**src/sv/sacl_pkg.sv**
```systemverilog
// Package with the shared types and constants of the substring count and locate block.
package sacl_pkg;

  localparam int unsigned BYTE_W    = 8;
  localparam int unsigned PAT_BYTES = 8;
  localparam int unsigned PAT_W     = PAT_BYTES * BYTE_W;
  localparam int unsigned PLEN_W    = 4;
  localparam int unsigned RES_W     = 16;
  localparam int unsigned CFG_IDX_W = 1;

  typedef enum logic [CFG_IDX_W-1:0] {
    REG_PATTERN_BYTES  = 1'b0,
    REG_PATTERN_LENGTH = 1'b1
  } cfg_reg_t;

  typedef struct packed {
    logic [BYTE_W-1:0] text_byte;
    logic              end_of_text;
  } text_item_t;

  typedef struct packed {
    logic [RES_W-1:0] match_count;
    logic             found_any;
    logic [RES_W-1:0] first_start;
    logic [RES_W-1:0] last_start;
    logic             too_long;
  } search_result_t;

endpackage

```
**src/sv/substring_count_and_locate.sv**
```systemverilog
// Top level of the substring count and locate block.
//
//   channel | direction | handshake                  | payload
//   --------+-----------+----------------------------+---------------------------------
//   text    | in        | text_valid / text_ready    | text_item_t (byte, end flag)
//   result  | out       | result_valid / result_ready| search_result_t
//   cfg     | in        | cfg_valid / cfg_ready      | cfg_index, cfg_data (64 bits)
//
// A text transaction is captured in an input stage register, and the window compare and all
// counters update from the stage in a single pass; one text byte per clock is sustained while
// no string-ending byte waits on a full result register, which takes that byte's result.
// Reset is synchronous and clears the stage, the result register and all string state.
// A stalled result stalls the input stage only when the stage must hand over; the
// result register lets the next byte enter while a finished result waits.
module substring_count_and_locate
  import sacl_pkg::*;
#(
  parameter int unsigned PATTERN_MAX = 8,
  parameter int unsigned TEXT_MAX    = 65536
) (
  input  logic                  clk,
  input  logic                  rst,
  input  logic                  text_valid,
  output logic                  text_ready,
  input  text_item_t            text,
  output logic                  result_valid,
  input  logic                  result_ready,
  output search_result_t        result,
  input  logic                  cfg_valid,
  output logic                  cfg_ready,
  input  logic [CFG_IDX_W-1:0]  cfg_index,
  input  logic [PAT_W-1:0]      cfg_data
);

  // Byte index must be able to hold TEXT_MAX itself; positions need one bit less.
  localparam int unsigned IDX_W = $clog2(TEXT_MAX) + 1;
  localparam int unsigned POS_W = IDX_W - 1;
  localparam int unsigned LEN_W = $clog2(PATTERN_MAX + 1);

  // Configuration registers.
  logic [PAT_BYTES-1:0][BYTE_W-1:0] pattern;
  logic [PLEN_W-1:0]                pattern_length;

  // Input stage.
  logic       stage_valid;
  text_item_t stage;

  // Per-string state.
  logic [PATTERN_MAX-1:0][BYTE_W-1:0] window, window_next;
  logic [IDX_W-1:0] byte_index, byte_index_next;
  logic [IDX_W-1:0] next_allowed, next_allowed_next;
  logic [RES_W-1:0] running_count, running_count_next;
  logic [POS_W-1:0] leftmost, leftmost_next;
  logic             leftmost_valid, leftmost_valid_next;
  logic [POS_W-1:0] rightmost, rightmost_next;
  logic             overflowed, overflowed_next;

  logic           advance;
  logic [LEN_W-1:0] eff_len;
  logic           hit;
  logic [IDX_W-1:0] index_plus1;
  logic [IDX_W-1:0] start;
  search_result_t result_next;

  // Configuration is always taken; the user must write the port only while the block is idle (not enforced here).
  assign cfg_ready = 1'b1;

  always_ff @(posedge clk) begin
    if (rst) begin
      pattern        <= '0;
      pattern_length <= '0;
    end else if (cfg_valid) begin
      case (cfg_reg_t'(cfg_index))
        REG_PATTERN_BYTES:  pattern        <= cfg_data;
        REG_PATTERN_LENGTH: pattern_length <= cfg_data[PLEN_W-1:0];
        default:            pattern        <= pattern;
      endcase
    end
  end

  // A byte that ends a string waits until the result register can take its result; any
  // other byte moves on at once.
  assign advance    = stage_valid && (!stage.end_of_text || !result_valid || result_ready);
  assign text_ready = !stage_valid || advance;

  // A pattern length beyond the window depth is clamped to the depth.
  assign eff_len = (pattern_length > PLEN_W'(PATTERN_MAX)) ? LEN_W'(PATTERN_MAX)
                                                           : LEN_W'(pattern_length);
  assign index_plus1 = byte_index + IDX_W'(1);
  assign start       = index_plus1 - IDX_W'(eff_len);

  // Shifted window, newest byte at index 0, and the parallel compare against the pattern.
  always_comb begin
    logic [PLEN_W-1:0] pidx;
    window_next[0] = stage.text_byte;
    for (int k = 1; k < PATTERN_MAX; k++) begin
      window_next[k] = window[k-1];
    end
    hit = (eff_len != '0) && (index_plus1 >= IDX_W'(eff_len));
    for (int k = 0; k < PATTERN_MAX; k++) begin
      pidx = PLEN_W'(eff_len) - PLEN_W'(k) - PLEN_W'(1);
      if ((LEN_W'(k) < eff_len) && (window_next[k] != pattern[pidx[2:0]])) begin
        hit = 1'b0;
      end
    end
  end

  // String state update for the byte in the stage.
  always_comb begin
    byte_index_next     = byte_index;
    next_allowed_next   = next_allowed;
    running_count_next  = running_count;
    leftmost_next       = leftmost;
    leftmost_valid_next = leftmost_valid;
    rightmost_next      = rightmost;
    overflowed_next     = overflowed;
    if (byte_index >= IDX_W'(TEXT_MAX)) begin
      // Bytes past the length limit are dropped but still mark the string.
      overflowed_next = 1'b1;
    end else begin
      byte_index_next = index_plus1;
      if (hit) begin
        if (!leftmost_valid) begin
          leftmost_next       = start[POS_W-1:0];
          leftmost_valid_next = 1'b1;
        end
        rightmost_next = start[POS_W-1:0];
        // Greedy count: a match only counts if it starts at or after the end of the last counted one.
        if (start >= next_allowed) begin
          if (running_count != '1) begin
            running_count_next = running_count + RES_W'(1);
          end
          next_allowed_next = index_plus1;
        end
      end
    end
  end

  always_comb begin
    result_next.match_count = running_count_next;
    result_next.found_any   = leftmost_valid_next;
    result_next.first_start = leftmost_valid_next ? RES_W'(leftmost_next) : '0;
    result_next.last_start  = leftmost_valid_next ? RES_W'(rightmost_next) : '0;
    result_next.too_long    = overflowed_next;
  end

  // Input stage register.
  always_ff @(posedge clk) begin
    if (rst) begin
      stage_valid <= 1'b0;
    end else if (text_ready) begin
      stage_valid <= text_valid;
    end
  end

  always_ff @(posedge clk) begin
    if (text_ready && text_valid) begin
      stage <= text;
    end
  end

  // String state: cleared after the byte that ends a string.
  always_ff @(posedge clk) begin
    if (rst) begin
      window         <= '0;
      byte_index     <= '0;
      next_allowed   <= '0;
      running_count  <= '0;
      leftmost       <= '0;
      leftmost_valid <= 1'b0;
      rightmost      <= '0;
      overflowed     <= 1'b0;
    end else if (advance) begin
      if (stage.end_of_text) begin
        window         <= '0;
        byte_index     <= '0;
        next_allowed   <= '0;
        running_count  <= '0;
        leftmost       <= '0;
        leftmost_valid <= 1'b0;
        rightmost      <= '0;
        overflowed     <= 1'b0;
      end else begin
        if (byte_index < IDX_W'(TEXT_MAX)) begin
          window <= window_next;
        end
        byte_index     <= byte_index_next;
        next_allowed   <= next_allowed_next;
        running_count  <= running_count_next;
        leftmost       <= leftmost_next;
        leftmost_valid <= leftmost_valid_next;
        rightmost      <= rightmost_next;
        overflowed     <= overflowed_next;
      end
    end
  end

  // Result register.
  always_ff @(posedge clk) begin
    if (rst) begin
      result_valid <= 1'b0;
    end else if (advance && stage.end_of_text) begin
      result_valid <= 1'b1;
    end else if (result_ready) begin
      result_valid <= 1'b0;
    end
  end

  always_ff @(posedge clk) begin
    if (advance && stage.end_of_text) begin
      result <= result_next;
    end
  end

  // A result with no occurrence reports zero positions.
  a_none_zero: assert property (@(posedge clk) disable iff (rst)
    (result_valid && !result.found_any) |-> (result.first_start == '0 &&
                                             result.last_start == '0))
    else $error("positions nonzero without an occurrence");

  // The leftmost occurrence never starts after the rightmost one.
  a_order: assert property (@(posedge clk) disable iff (rst)
    (result_valid && result.found_any) |-> (result.first_start <= result.last_start))
    else $error("leftmost start after rightmost start");

  // Any occurrence is also counted, and a count implies an occurrence.
  a_count_found: assert property (@(posedge clk) disable iff (rst)
    result_valid |-> ((result.match_count != '0) == result.found_any))
    else $error("count and found flag disagree");

  // Reset leaves no result pending.
  a_reset: assert property (@(posedge clk) rst |=> !result_valid)
    else $error("result pending after reset");

endmodule
```
**config.mk**
```make
export PLATFORM = sky130hd
export DESIGN_NAME = substring_count_and_locate
export DESIGN_NICKNAME = d
export VERILOG_FILES = /design/src/sv/sacl_pkg.sv /design/src/sv/substring_count_and_locate.sv
export SDC_FILE = /design/constraint.sdc
export NUM_CORES = 1
export LEC_CHECK = 0
export ABC_CLOCK_PERIOD_IN_PS = 17810
export BUFFER_PORTS_ARGS = -buffer_cell sky130_fd_sc_hd__buf_2
export CAP_MARGIN = 5
export CORE_MARGIN = 4
export CORE_UTILIZATION = 23
export DETAILED_ROUTE_END_ITERATION = 10
export PLACE_DENSITY = 0.47
export SYNTH_ARGS = -nofsm -noshare
export SYNTH_HDL_FRONTEND = slang
export SYNTH_SLANG_ARGS = --single-unit
```
**constraint.sdc**
```tcl
create_clock -name clk -period 17.81 [get_ports clk]
set_clock_uncertainty 0.15 [all_clocks]
set_input_delay 2.6715 -clock clk [delete_from_list [all_inputs] [get_ports clk]]
set_output_delay 2.6715 -clock clk [all_outputs]
set_load 0.05 [all_outputs]
```
==> impl_results.md <==
- Cell accounting for the most synthesized area: dfxtp_1
- Register area share after synthesis: 0.3742
- Port Buffer Count: 130
- WP buf/inv: 5
- Final Max Slew Viols: 0
- Async S/R FF share, synth: 0
- Yosys reg bits: 269
- Cells after DPL: 2,756
- Iter 0 DRT Violations: 1,274
- Syn nets: 1,909
- Full die area: 0.07370 mm²
- Chip height: 271.5 µm
- DRT Pass-1 Iters: 6
- Hold crit path type: reg2reg
- Setup slack, reg-to-reg: 10.43 ns
- Global placement routability congestion: 0.9637
- Simple-gate share of the synthesized area: 0.1811
- P&R area growth vs syn: 15.81%
- Area share of the largest cell type after synthesis: 0.2633
- Crit-path slowest cell: clkinv_1
- H-tree levels: 1
- Crit-path max FO: 67
- Worst Setup Path Type: reg2reg
- Adder-Cell Fraction of Synth Area: 0.02241
- Hold path start: next_allowed[10]
- Post-CTS setup buffer count: 0
- Synth area leaders: dfxtp_1, edfxtp_1, mux2i_1
- DRC violations left: 0
- Main synth FF type: dfxtp_1
- Total leakage power: 6.955 nW
- WHS Path Cells: 1
- RSZ-0062 raised after global routing: no
- Hold bufs inserted after CTS: 0
- Core area: 0.06871 mm²
- Worst r2r dst: result[1]
- Arr. time, crit path: 7.58 ns
- Finish-stage setup viols: 0
- Placed wire-length estimate: 39.53 mm
- FF-to-FF path depth: 18
- Most common cell after layout, fill and taps aside: nand2_1
- Pin count of the biggest net entering global routing: 85
- CP endpoint kind: register
- CTS tree: yes
- Fillers: 7,474
- Fin crit period: 7.384 ns
- Final Hold Fails: 0
- Cts repair resizes: 0
- Chip Width: 271.5 µm
- Most frequent cells in the layout: nand2_1, dfxtp_1, nor2_1
- Distinct cells, synth: 82
- Syn Inst Count: 1,802
- Cell Rows: 96
- Fin Setup TNS: 0 ns
- Vias in the first global route: 13,690
- Root Buffer: clkbuf_16
- Delay-heaviest family, CP: buffers and inverters
- CTS Buf Count: 31
- Rel. slew slack: 0.1217
- Remaining global-route overflow: 0
- Max-cap violations: 0
- Total Nets Final: 1,966
- Syn avg cell area: 8.861 µm²
- Starting density of the core: 0.2324
- Critical Path Max Stage Delay: 0.83 ns
- Maximum clock rate: 135.4 MHz
- Worst-Skew Late Latency: 0.60 ns
- Largest family of logic cells by synthesized area: simple AND/OR/NAND/NOR gates
- Min-Delay Endpoint: next_allowed[10]
- CP Launch Type: register
- Synth Area in XOR/XNOR: 0.06112
- Global Route Usage Sum: 0.1416
- Synth Cell Area: 0.01597 mm²
- Most frequent CP cell: buf_4
- Status: finished, final reports clean
- Top Ports: 132
- First-pass GRT wire length: 82.79 mm
- Post-route ant nets: 0
- Reg2reg start: pattern_length[3]
- Pwr dens: 83.38 mW/mm²
- Synth Area in Compound Gates: 0.1794
- Crit path cell chain: buf_4 > nor2b_4 > buf_4 > ha_1 > buf_4 > clkinv_1 > mux4_2 > mux2i_1 > xor2_1 > nand4_1 > a21oi_1 > nand3_1 > o31ai_2 > nand4_2 > nor2_4 > buf_4 > nor2b_1 > a21bo_2
- Initial antenna violation count: 3
- Clock transition at path regs: 0.06 ns
- WHS: 0.3141 ns
- TritonCTS Sinks: 269
- Non-filler cells, final: 2,817
- Ys Warns: 0
- EDFF count, synth: 59
- Clock buffer depth: 3
- Via Count: 13,950
- Vias per cell: 4.953
- Share of layout cells above drive strength 1: 0.1534
- DRT Wirelength: 54.32 mm
- Worst Tran Pin Value: 1.315 ns
- Mux share of post-synthesis cell area: 0.1365
- Worst EP required: 18.01 ns
- Worst IR Drop VDD: 0.08151 mV
- Wire per inst: 19.28 µm
- Crit share post-route: 0.4146
## worst reg2reg max path, stage by stage, from the launching register on
cell      delay, ns
dfxtp_1        0.62
buf_4          0.35
nor2b_4        0.06
buf_4          0.38
ha_1           0.44
buf_4          0.36
clkinv_1       0.85
mux4_2         0.82
mux2i_1        0.21
xor2_1         0.22
nand4_1        0.12
a21oi_1        0.24
nand3_1        0.13
o31ai_2        0.31
nand4_2        0.37
nor2_4         0.17
buf_4          0.54
nor2b_1        0.48
a21bo_2        0.32
## layout make-up
class	count	area [µm²]	share of cell area
multi-input cells	1362	9339	0.5050
flip-flops and latches	269	5977	0.3232
well taps	931	1165	0.06299
clock buffers	40	819.5	0.04432
repair buffers	152	818.3	0.04425
clock inverters	18	207.7	0.01123
inverters	43	161.4	0.008728
diodes	2	5.005	0.0002706
## sequential cells by signal, indices dropped and copies added, names as in the netlist, 4 cells and up
register / count
next_allowed: 17
result: 50
byte_index: 17
running_count: 16
leftmost: 16
pattern_length: 4
pattern: 64
stage: 9
rightmost: 16
window: 56
## metrics by stage
step / worst slack, ns / util / total power [mW] / area (µm²)
floorplan: 11.68 / - / 0.8258 / 15970
global placement: 10.71 / 0.2540 / 0.9034 / 17450
detailed placement: 10.43 / 0.2540 / 0.9054 / 17450
CTS: 10.43 / 0.2690 / 1.563 / 18480
global route: 9.919 / 0.2691 / 1.609 / 18490
finish: 10.43 / 0.2692 / 1.542 / 18490
## layer usage
layer | GRT usage | part of all wire
met5 | 0 | 0
met2 | 0.2201 | 0.44
met4 | 0.05378 | 0.042
met1 | 0.1920 | 0.44
met3 | 0.03191 | 0.083
## cells by family after synthesis
group	count (synthesis)
AOI/OAI and AO/OA	426
xor gates and xnor gates	108
adders and majority gates	28
buffers and inverters	171
DFF	269
muxes	166
other	1
and+or+nand+nor	633
## report_power, final
| part | total [mW] | internal, mW | switching, mW |
|---|---|---|---|
| Combinational | 0.237 | 0.0889 | 0.148 |
| Sequential | 0.658 | 0.633 | 0.0241 |
| Clock | 0.647 | 0.383 | 0.264 |
## synthesized netlist by cell type (all sizes together) (41+ instances only)
library cell,n
a21oi,117
a22oi,66
buf,44
clkbuf,84
dfxtp,210
edfxtp,59
inv,41
mux2i,112
nand2,286
nand3,51
nor2,136
o21ai,62
xnor2,60
xor2,48
## worst max-delay path by stage
stage	startpoint	slack [ns]	endpoint	cells after the start
6_report	pattern_length[3]	10.43	result[1]	18
5_1_grt	pattern_length[3]	9.92	result[1]	18
4_1_cts	pattern_length[3]	10.43	result[1]	18
3_5_place_dp	pattern_length[3]	10.43	result[1]	18
3_3_place_gp	pattern_length[3]	10.71	result[1]	18
2_1_floorplan	result_ready	11.68	text_ready	2
Power figures use the tool's default switching activity.
